File: src/sv/tpes_pkg.sv
// shared types, codes and constants of the timed pulse event scheduler
package tpes_pkg;

  // operation codes of an input beat
  typedef enum logic [2:0] {
    OP_TICK      = 3'd0,
    OP_SCHED_ABS = 3'd1,
    OP_SCHED_REL = 3'd2,
    OP_STOP      = 3'd3,
    OP_SET_PULSE = 3'd4
  } op_t;

  // result status codes
  typedef enum logic [1:0] {
    ST_OK          = 2'd0,
    ST_FULL        = 2'd1,
    ST_DUR_RANGE   = 2'd2,
    ST_PULSE_RANGE = 2'd3
  } status_t;

  // sequencer states
  typedef enum logic [2:0] {
    S_IDLE,
    S_INC,
    S_SCAN,
    S_CHECK,
    S_FIND,
    S_RESP
  } state_t;

  // configuration register indexes
  localparam logic REG_LOCK = 1'b0;
  localparam logic REG_FIRE = 1'b1;

  localparam logic [11:0] LOCK_US_RESET  = 12'd750;
  localparam logic [11:0] FIRE_US_RESET  = 12'd2350;
  localparam logic [15:0] DUR_MIN        = 16'd10;
  localparam logic [15:0] DUR_MAX        = 16'd10000;
  localparam logic [13:0] PULSE_MS_RESET = 14'd180;

  // one slot table entry
  typedef struct packed {
    logic [31:0] target;
    logic [13:0] dur;
  } slot_entry_t;

  function automatic logic dur_ok(input logic [15:0] d);
    return (d >= DUR_MIN) && (d <= DUR_MAX);
  endfunction

endpackage

File: src/sv/tpes_slot_mem.sv
// slot table storage: one write port, one registered read port
module tpes_slot_mem #(
  parameter int SLOTS = 12,
  parameter int IDX_W = 4
) (
  input  logic                  clk,
  input  logic                  wr_en,
  input  logic [IDX_W-1:0]      wr_addr,
  input  tpes_pkg::slot_entry_t wr_data,
  input  logic                  rd_en,
  input  logic [IDX_W-1:0]      rd_addr,
  output tpes_pkg::slot_entry_t rd_data
);
  import tpes_pkg::*;

  slot_entry_t mem [SLOTS];
  slot_entry_t rd_data_r;

  always_ff @(posedge clk) begin
    if (wr_en) begin
      mem[wr_addr] <= wr_data;
    end
  end

  always_ff @(posedge clk) begin
    if (rd_en) begin
      rd_data_r <= mem[rd_addr];
    end
  end

  assign rd_data = rd_data_r;

endmodule

File: src/sv/timed_pulse_event_scheduler_unit.sv
// timed pulse event scheduler: ms counter, slot table and actuator pulse control
//
// One input beat carries an operation: tick, schedule at an absolute time, schedule
// after a delay, stop, or set pulse length. Each beat gives exactly one result beat.
// Items are handled one at a time; in_stall is high from acceptance until the result
// has been placed in the output register, which holds it until the consumer takes it.
// All time arithmetic goes through one shared 32-bit add/subtract unit driven by a small
// sequencer, and the slot table sits in a memory with one registered read port.
// A tick runs the increment of the ms counter, a scan that reads one slot per cycle and
// compares it on the next, the pulse end check and the posting of the result. A
// schedule walks the valid bits from slot zero to the first free slot. Stop, set-pulse,
// out-of-range schedules and unknown codes go straight to posting the result.
// The slot valid bits are cleared at reset, so no clearing pass is needed; slot
// contents are written by a schedule before a compare ever acts on them.
module timed_pulse_event_scheduler_unit #(
  parameter int SLOTS = 12
) (
  input  logic        clk,
  input  logic        rst_n,
  // configuration port
  input  logic        cfg_wr_en,
  input  logic        cfg_index,
  input  logic [11:0] cfg_wdata,
  // input channel
  input  logic        in_valid,
  output logic        in_stall,
  input  logic [2:0]  in_operation,
  input  logic [31:0] in_time_value,
  input  logic [15:0] in_duration_ms,
  // result channel
  output logic        out_valid,
  input  logic        out_stall,
  output logic [1:0]  out_status,
  output logic [11:0] out_servo_pulse_us,
  output logic        out_motor_running,
  output logic [3:0]  out_fired_count
);
  import tpes_pkg::*;

  localparam int IDX_W = (SLOTS > 1) ? $clog2(SLOTS) : 1;
  localparam int CNT_W = $clog2(SLOTS + 1);
  localparam logic [CNT_W-1:0] SLOTS_C = CNT_W'(SLOTS);
  localparam logic [CNT_W-1:0] LAST_C  = CNT_W'(SLOTS - 1);

  // sequencer and scan state
  state_t            state_r, state_nxt;
  logic [CNT_W-1:0]  idx_r, idx_nxt;
  logic              cmp_vld_r, cmp_vld_nxt;
  logic [IDX_W-1:0]  cmp_idx_r, cmp_idx_nxt;

  // architectural state
  logic [31:0]       now_r, now_nxt;
  logic [SLOTS-1:0]  active_r, active_nxt;
  logic              motor_on_r, motor_on_nxt;
  logic [31:0]       motor_start_r, motor_start_nxt;
  logic [13:0]       pulse_len_r, pulse_len_nxt;
  logic [11:0]       lock_us_r, fire_us_r;

  // latched item
  op_t               op_r, op_nxt;
  logic [31:0]       tv_r, tv_nxt;
  logic [13:0]       dur_r, dur_nxt;

  // result under construction
  status_t           status_r, status_nxt;
  logic [3:0]        fired_r, fired_nxt;

  // output register
  logic              out_valid_r, out_valid_nxt;
  status_t           out_status_r, out_status_nxt;
  logic [11:0]       out_servo_r, out_servo_nxt;
  logic              out_motor_r, out_motor_nxt;
  logic [3:0]        out_fired_r, out_fired_nxt;

  // shared add/subtract unit
  logic [31:0]       alu_a, alu_b, alu_y;
  logic              alu_sub;

  // slot memory
  logic              mem_we;
  logic              mem_re;
  slot_entry_t       mem_wdata;
  slot_entry_t       mem_rdata;

  tpes_slot_mem #(
    .SLOTS (SLOTS),
    .IDX_W (IDX_W)
  ) u_slot_mem (
    .clk     (clk),
    .wr_en   (mem_we),
    .wr_addr (idx_r[IDX_W-1:0]),
    .wr_data (mem_wdata),
    .rd_en   (mem_re),
    .rd_addr (idx_r[IDX_W-1:0]),
    .rd_data (mem_rdata)
  );

  // operand selection for the shared unit
  always_comb begin
    alu_a   = now_r;
    alu_b   = 32'd0;
    alu_sub = 1'b0;
    case (state_r)
      S_INC: begin
        alu_b = 32'd1;
      end
      S_SCAN: begin
        // wrap-safe due test: now - target, top bit clear means due
        alu_b   = mem_rdata.target;
        alu_sub = 1'b1;
      end
      S_CHECK: begin
        // elapsed pulse time
        alu_b   = motor_start_r;
        alu_sub = 1'b1;
      end
      S_FIND: begin
        // target: tv alone, or now + tv for a relative schedule
        alu_a = (op_r == OP_SCHED_REL) ? now_r : 32'd0;
        alu_b = tv_r;
      end
      default: begin
        alu_b = 32'd0;
      end
    endcase
  end

  assign alu_y = alu_a + (alu_sub ? ~alu_b : alu_b) + {31'd0, alu_sub};

  assign mem_wdata.target = alu_y;
  assign mem_wdata.dur    = dur_r;

  assign in_stall = (state_r != S_IDLE);

  // sequencer: next state and datapath control
  always_comb begin
    state_nxt       = state_r;
    idx_nxt         = idx_r;
    cmp_vld_nxt     = cmp_vld_r;
    cmp_idx_nxt     = cmp_idx_r;
    now_nxt         = now_r;
    active_nxt      = active_r;
    motor_on_nxt    = motor_on_r;
    motor_start_nxt = motor_start_r;
    pulse_len_nxt   = pulse_len_r;
    op_nxt          = op_r;
    tv_nxt          = tv_r;
    dur_nxt         = dur_r;
    status_nxt      = status_r;
    fired_nxt       = fired_r;
    mem_we          = 1'b0;
    mem_re          = 1'b0;
    // a waiting result leaves once taken
    out_valid_nxt   = out_valid_r && out_stall;
    out_status_nxt  = out_status_r;
    out_servo_nxt   = out_servo_r;
    out_motor_nxt   = out_motor_r;
    out_fired_nxt   = out_fired_r;

    case (state_r)
      S_IDLE: begin
        if (in_valid) begin
          op_nxt      = op_t'(in_operation);
          tv_nxt      = in_time_value;
          dur_nxt     = in_duration_ms[13:0];
          status_nxt  = ST_OK;
          fired_nxt   = 4'd0;
          idx_nxt     = '0;
          cmp_vld_nxt = 1'b0;
          state_nxt   = S_RESP;
          case (op_t'(in_operation))
            OP_TICK: begin
              state_nxt = S_INC;
            end
            OP_SCHED_ABS, OP_SCHED_REL: begin
              if (dur_ok(in_duration_ms)) begin
                state_nxt = S_FIND;
              end else begin
                status_nxt = ST_DUR_RANGE;
              end
            end
            OP_STOP: begin
              active_nxt   = '0;
              motor_on_nxt = 1'b0;
            end
            OP_SET_PULSE: begin
              if (dur_ok(in_duration_ms)) begin
                pulse_len_nxt = in_duration_ms[13:0];
              end else begin
                status_nxt = ST_PULSE_RANGE;
              end
            end
            default: begin
              // unknown codes answer ok and change nothing
              status_nxt = ST_OK;
            end
          endcase
        end
      end

      S_INC: begin
        now_nxt   = alu_y;
        state_nxt = S_SCAN;
      end

      S_SCAN: begin
        // read slot idx this cycle, compare it next cycle
        mem_re      = (idx_r < SLOTS_C);
        cmp_vld_nxt = (idx_r < SLOTS_C);
        cmp_idx_nxt = idx_r[IDX_W-1:0];
        if (idx_r < SLOTS_C) begin
          idx_nxt = idx_r + CNT_W'(1);
        end
        if (cmp_vld_r && active_r[cmp_idx_r] && !alu_y[31]) begin
          // fire: later slots override the pulse length
          active_nxt[cmp_idx_r] = 1'b0;
          pulse_len_nxt         = mem_rdata.dur;
          motor_on_nxt          = 1'b1;
          motor_start_nxt       = now_r;
          if (fired_r != 4'hF) begin
            fired_nxt = fired_r + 4'd1;
          end
        end
        if ((idx_r == SLOTS_C) && !cmp_vld_r) begin
          state_nxt = S_CHECK;
        end
      end

      S_CHECK: begin
        if (motor_on_r && ((alu_y[31:14] != 18'd0) || (alu_y[13:0] >= pulse_len_r))) begin
          motor_on_nxt = 1'b0;
        end
        state_nxt = S_RESP;
      end

      S_FIND: begin
        // lowest free slot takes the event
        if (!active_r[idx_r[IDX_W-1:0]]) begin
          mem_we                       = 1'b1;
          active_nxt[idx_r[IDX_W-1:0]] = 1'b1;
          state_nxt                    = S_RESP;
        end else if (idx_r == LAST_C) begin
          status_nxt = ST_FULL;
          state_nxt  = S_RESP;
        end else begin
          idx_nxt = idx_r + CNT_W'(1);
        end
      end

      S_RESP: begin
        if (!out_valid_r || !out_stall) begin
          out_valid_nxt  = 1'b1;
          out_status_nxt = status_r;
          out_servo_nxt  = motor_on_r ? fire_us_r : lock_us_r;
          out_motor_nxt  = motor_on_r;
          out_fired_nxt  = fired_r;
          state_nxt      = S_IDLE;
        end
      end

      default: begin
        state_nxt = S_IDLE;
      end
    endcase
  end

  // control and architectural state
  always_ff @(posedge clk) begin
    if (!rst_n) begin
      state_r       <= S_IDLE;
      idx_r         <= '0;
      cmp_vld_r     <= 1'b0;
      now_r         <= 32'd0;
      active_r      <= '0;
      motor_on_r    <= 1'b0;
      motor_start_r <= 32'd0;
      pulse_len_r   <= PULSE_MS_RESET;
      status_r      <= ST_OK;
      fired_r       <= 4'd0;
      out_valid_r   <= 1'b0;
    end else begin
      state_r       <= state_nxt;
      idx_r         <= idx_nxt;
      cmp_vld_r     <= cmp_vld_nxt;
      now_r         <= now_nxt;
      active_r      <= active_nxt;
      motor_on_r    <= motor_on_nxt;
      motor_start_r <= motor_start_nxt;
      pulse_len_r   <= pulse_len_nxt;
      status_r      <= status_nxt;
      fired_r       <= fired_nxt;
      out_valid_r   <= out_valid_nxt;
    end
  end

  // configuration registers
  always_ff @(posedge clk) begin
    if (!rst_n) begin
      lock_us_r <= LOCK_US_RESET;
      fire_us_r <= FIRE_US_RESET;
    end else if (cfg_wr_en) begin
      case (cfg_index)
        REG_LOCK: begin
          lock_us_r <= cfg_wdata;
        end
        REG_FIRE: begin
          fire_us_r <= cfg_wdata;
        end
        default: begin
          lock_us_r <= lock_us_r;
        end
      endcase
    end
  end

  // payload registers
  always_ff @(posedge clk) begin
    cmp_idx_r    <= cmp_idx_nxt;
    op_r         <= op_nxt;
    tv_r         <= tv_nxt;
    dur_r        <= dur_nxt;
    out_status_r <= out_status_nxt;
    out_servo_r  <= out_servo_nxt;
    out_motor_r  <= out_motor_nxt;
    out_fired_r  <= out_fired_nxt;
  end

  assign out_valid          = out_valid_r;
  assign out_status         = out_status_r;
  assign out_servo_pulse_us = out_servo_r;
  assign out_motor_running  = out_motor_r;
  assign out_fired_count    = out_fired_r;

`ifndef NO_ASSERTIONS
  // every accepted beat moves the sequencer out of idle
  a_accept_leaves_idle: assert property (@(posedge clk) disable iff (!rst_n)
    (in_valid && !in_stall) |=> (state_r != S_IDLE))
    else $error("accepted beat did not start the sequencer");

  // a stop leaves the slot table empty
  a_stop_clears: assert property (@(posedge clk) disable iff (!rst_n)
    (in_valid && !in_stall && (in_operation == OP_STOP)) |=> (active_r == '0))
    else $error("stop left active slots");

  // an error status never comes with fired slots
  a_err_no_fire: assert property (@(posedge clk) disable iff (!rst_n)
    (out_valid_r && (out_status_r != ST_OK)) |-> (out_fired_r == 4'd0))
    else $error("error result reports fired slots");

  // a compare only follows a read issued in the scan
  a_cmp_after_read: assert property (@(posedge clk) disable iff (!rst_n)
    (state_r == S_SCAN && cmp_vld_r) |-> ($past(state_r) == S_SCAN))
    else $error("slot compare without a preceding read");

  // fired count never exceeds the number of slots
  a_fired_bound: assert property (@(posedge clk) disable iff (!rst_n)
    (fired_r <= SLOTS))
    else $error("fired count above slot count");
`endif

endmodule
File: config.mk
export PLATFORM = sky130hd
export DESIGN_NAME = timed_pulse_event_scheduler_unit
export DESIGN_NICKNAME = d
export VERILOG_FILES = /design/src/sv/tpes_pkg.sv /design/src/sv/tpes_slot_mem.sv /design/src/sv/timed_pulse_event_scheduler_unit.sv
export SDC_FILE = /design/constraint.sdc
export NUM_CORES = 1
export LEC_CHECK = 0
export BUFFER_PORTS_ARGS = -buffer_cell sky130_fd_sc_hd__buf_2
export CORE_MARGIN = 4
export CORE_UTILIZATION = 50
export DETAILED_ROUTE_END_ITERATION = 7
export GPL_TIMING_DRIVEN = 1
export PLACE_DENSITY = 0.66
export SLEW_MARGIN = 0
export SYNTH_ARGS = -nofsm -noshare
export SYNTH_HDL_FRONTEND = slang
export SYNTH_HIERARCHICAL = 1
export SYNTH_SLANG_ARGS = --single-unit
File: constraint.sdc
create_clock -name clk -period 7.3 [get_ports clk]
set_input_delay 0.73 -clock clk [delete_from_list [all_inputs] [get_ports clk]]
set_output_delay 0.73 -clock clk [all_outputs]
set_load 0.005 [all_outputs]
==> impl_metrics.py <==
metrics = {
    "finish": {
        "fill_cells": 5110,
        "final_util_pct": 57.0,
        "area_growth_pct": 12.5,
        "drive_above_1_share_pct": 17.1,
        "nets": 2419,
        "antenna_cells": 0,
    },
    "route": {
        "wl_per_cell_um": 25.0,
        "drt_pre_antenna_iters": 6,
        "ant_nets": 0,
        "drc_errors": 0,
        "routed_wl_mm": 81.0,
        "routed_via_density": 6.10,
        "drtIter0Drc": 1887,
        "dr_total_vias": 19700,
    },
    "floorplan": {
        "die_h_um": 267,
        "initial_core_util_pct": 50.6,
        "core_um2": 66100,
        "io_pins": 90,
        "die_area_um2": 71200,
        "die_width_um": 267,
        "num_rows": 94,
    },
    "timing": {
        "setup_violations": 0,
        "min_period_ps": 6580,
        "relSlewSlack_pct": 17.4,
        "rsz0062_at_grt": "no",
        "hold_violations": 0,
        "maxSlewViolCount": 0,
        "fin_worst_skew_ps": 24.1,
        "worst_slew_pin_slew_ps": 1240,
        "tns_ps": 0,
        "fmax_mhz": 152,
        "min_period_over_period_pct": 90.1,
    },
    "power": {
        "switching_share_pct": 30.1,
        "leakagePower_nw": 12.6,
        "pwr-share-clk_pct": 31.1,
        "power_frac_seq_pct": 45.3,
        "powerDensity_nw_per_um2": 363,
        "p_int_mw": 9.56,
        "power_frac_comb_pct": 23.6,
        "peakVddDrop_mv": 0.200,
        "netSwitchingPower_mw": 4.11,
    },
    "logic_synthesis": {
        "synth_cell_type_count": 87,
        "synth_area_leaders": "edfxtp_1 60%, dfxtp_1 7.8%, mux4_2 6.6%",
        "synth_area_um2": 33500,
        "synth_top_area_share_pct": 60.1,
        "syn_inst": 2204,
        "yosysWarnings": 6,
        "ys_seq_area_share_pct": 67.9,
        "syn_nets": 2323,
        "synth_flop_cell": "edfxtp_1",
        "async_flop_share_pct": 0,
        "synth_edf_count": 670,
        "yosysTopAreaCell": "edfxtp_1",
        "avgSynthCellArea_um2": 15.2,
        "synth_seq_cells": 800,
    },
    "clock_tree": {
        "tritoncts": "yes",
        "clkSlewWorstSetupHoldPaths_ps": 60,
        "clock_tree.root_cell": "clkbuf_16",
        "clk_latency_ps": 630,
        "cts_buffer_depth": 3,
        "cts_sinks": 800,
        "post_cts_buffers": 0,
        "numCtsBuffers": 82,
        "ctsHtreeMaxLevel": 3,
    },
    "worst_hold_path": {
        "min-delay-path-class": "in2reg",
    },
    "worst_setup_path": {
        "critPathCaptureType": "flip-flop",
        "path_class": "reg2reg",
        "worstSetupStartpointType": "flip-flop",
        "cp.required_ps": 7850,
        "crit_fanout": 32,
        "critPathArrivalTime_ps": 7130,
    },
    "status": {
        "status": "complete, no violations",
    },
    "place": {
        "dp_hpwl_mm": 48.2,
        "routabilityCongestion": 0.900,
        "port_buffers": 89,
    },
    "global_route": {
        "grt_pass1_vias": 19900,
        "grt_pass1_wl_mm": 123,
        "grt_util_all_layers_pct": 22.8,
        "antenna_found_initial": 2,
        "grt_max_degree": 109,
        "overflow": 0,
    },
    "run": {
        "cap_violations": 0,
    },
}
-- flip-flops by register name, indices dropped and copies added (netlist names), 12 cells and up --
| name | cells |
|---|---|
| lock_us_r | 12 |
| tv_r | 32 |
| dur_r | 14 |
| out_servo_pulse_us | 12 |
| fire_us_r | 12 |
| pulse_len_r | 14 |
| active_r | 12 |
| now_r | 32 |
| u_slot_mem/rd_data | 46 |
| motor_start_r | 32 |
| u_slot_mem/mem | 552 |
-- kinds of logic after synthesis --
logic type	count (synthesis)	share of synthesized area (%)
mux	237	10.8
flops	800	67.9
compound gates	432	9.19
xor+xnor	22	0.576
fa+ha+maj	50	1.89
buf+inv	151	2.15
simple gates	512	7.51
-- through the flow --
| stage | hold WS, ps | std cells | setup WS [ps] | power, mW | cell area, µm² |
|---|---|---|---|---|---|
| after detailed placement | 430 | 3080 | 531 | 9.51 | 34900 |
| final | 279 | 3233 | 722 | 13.7 | 37600 |
| after floorplan | 409 | 2204 | 1460 | 8.37 | 33500 |
| after global routing | 255 | 3233 | 337 | 14.3 | 37600 |
| after CTS | 248 | 3233 | 464 | 13.7 | 37600 |
| after global placement | 420 | 3080 | 822 | 9.41 | 34900 |
-- metal layers --
layer | vias to the layer above | GRT usage (%) | wire length, µm | share of wire (%)
met5 | - | 0 | 0 | 0
met4 | 0 | 5.88 | 1520 | 1.9
met3 | 107 | 3.56 | 6000 | 7.4
met2 | 732 | 36.9 | 38500 | 48
met1 | 10000 | 32.8 | 34900 | 43
li1 | 8841 | - | - | -
-- critical path: stages (launching register included) --
cell and delay [ps]:
dfxtp_1 680, nor3b_2 510, nand2_1 700, and2_1 430, ha_1 410, nand4_1 220, nor2_1 200, nand3_2 150
and2_1 240, xnor2_2 530, ha_1 380, a2111oi_0 500, a31oi_1 220, o21a_1 240, a2111o_1 450, nor4b_1 310
nand4b_1 150, o21ai_1 170
-- placed cells by master (no fill, tap or decap), types with 49 or more instances in the layout --
master     instances
edfxtp_1         670
nand2_1          185
dfxtp_1          127
mux2i_1          125
mux4_2            98
a21oi_1           90
buf_2             88
clkbuf_16         87
nor2_1            75
o221ai_1          50
a22oi_1           49
ha_1              49
-- final cells by class --
class	instances	area, µm²	area share [%]
tap	864	1080	2.87
sequential	800	22700	60.4
inverter	29	109	0.289
clock inverter	45	462	1.23
multi-input combinational	1253	10200	27.0
timing repair buffer	134	798	2.12
clock buffer	108	2300	6.10
-- power groups by stage --
stage | registers [mW] | logic, mW | clock network, mW
finish | 6.19 | 3.23 | 4.25
global route | 6.23 | 3.55 | 4.54
CTS | 6.19 | 3.24 | 4.32
detailed placement | 6.28 | 3.22 | 0
global placement | 6.27 | 3.14 | 0
floorplan | 6.15 | 2.22 | 0
-- final timing paths --
| path | startpoint | to | slack (ps) | cells after the start |
|---|---|---|---|---|
| setup / recovery | state_r[2] | motor_on_r | 720 | 17 |
| hold / removal | in_time_value[21] | tv_r[21] | 280 | 1 |
| setup reg to reg | state_r[2] | motor_on_r | 720 | 17 |
| hold reg to reg | status_r[1] | out_status[1] | 440 | 0 |
-- repair_timing --
item	CTS	global route
hold buffers	0	0
hold endpoints to repair	0	0
endpoints found under the setup margin	0	1
resized for setup	0	1
-- synth_stat cells, types with 18 or more instances --
cell type and instances:
a21boi_0 46, a21o_1 18, a21oi_1 92, a22oi_1 49, and2_1 43, clkbuf_1 81
dfxtp_1 130, edfxtp_1 670, ha_1 49, inv_1 28, mux2i_1 125, mux4_2 98
nand2_1 186, nand2b_1 25, nand3_1 48, nor2_1 85, nor2b_1 50, o21ai_0 37
o221ai_1 50, o22ai_1 31
Power figures use the tool's default switching activity.
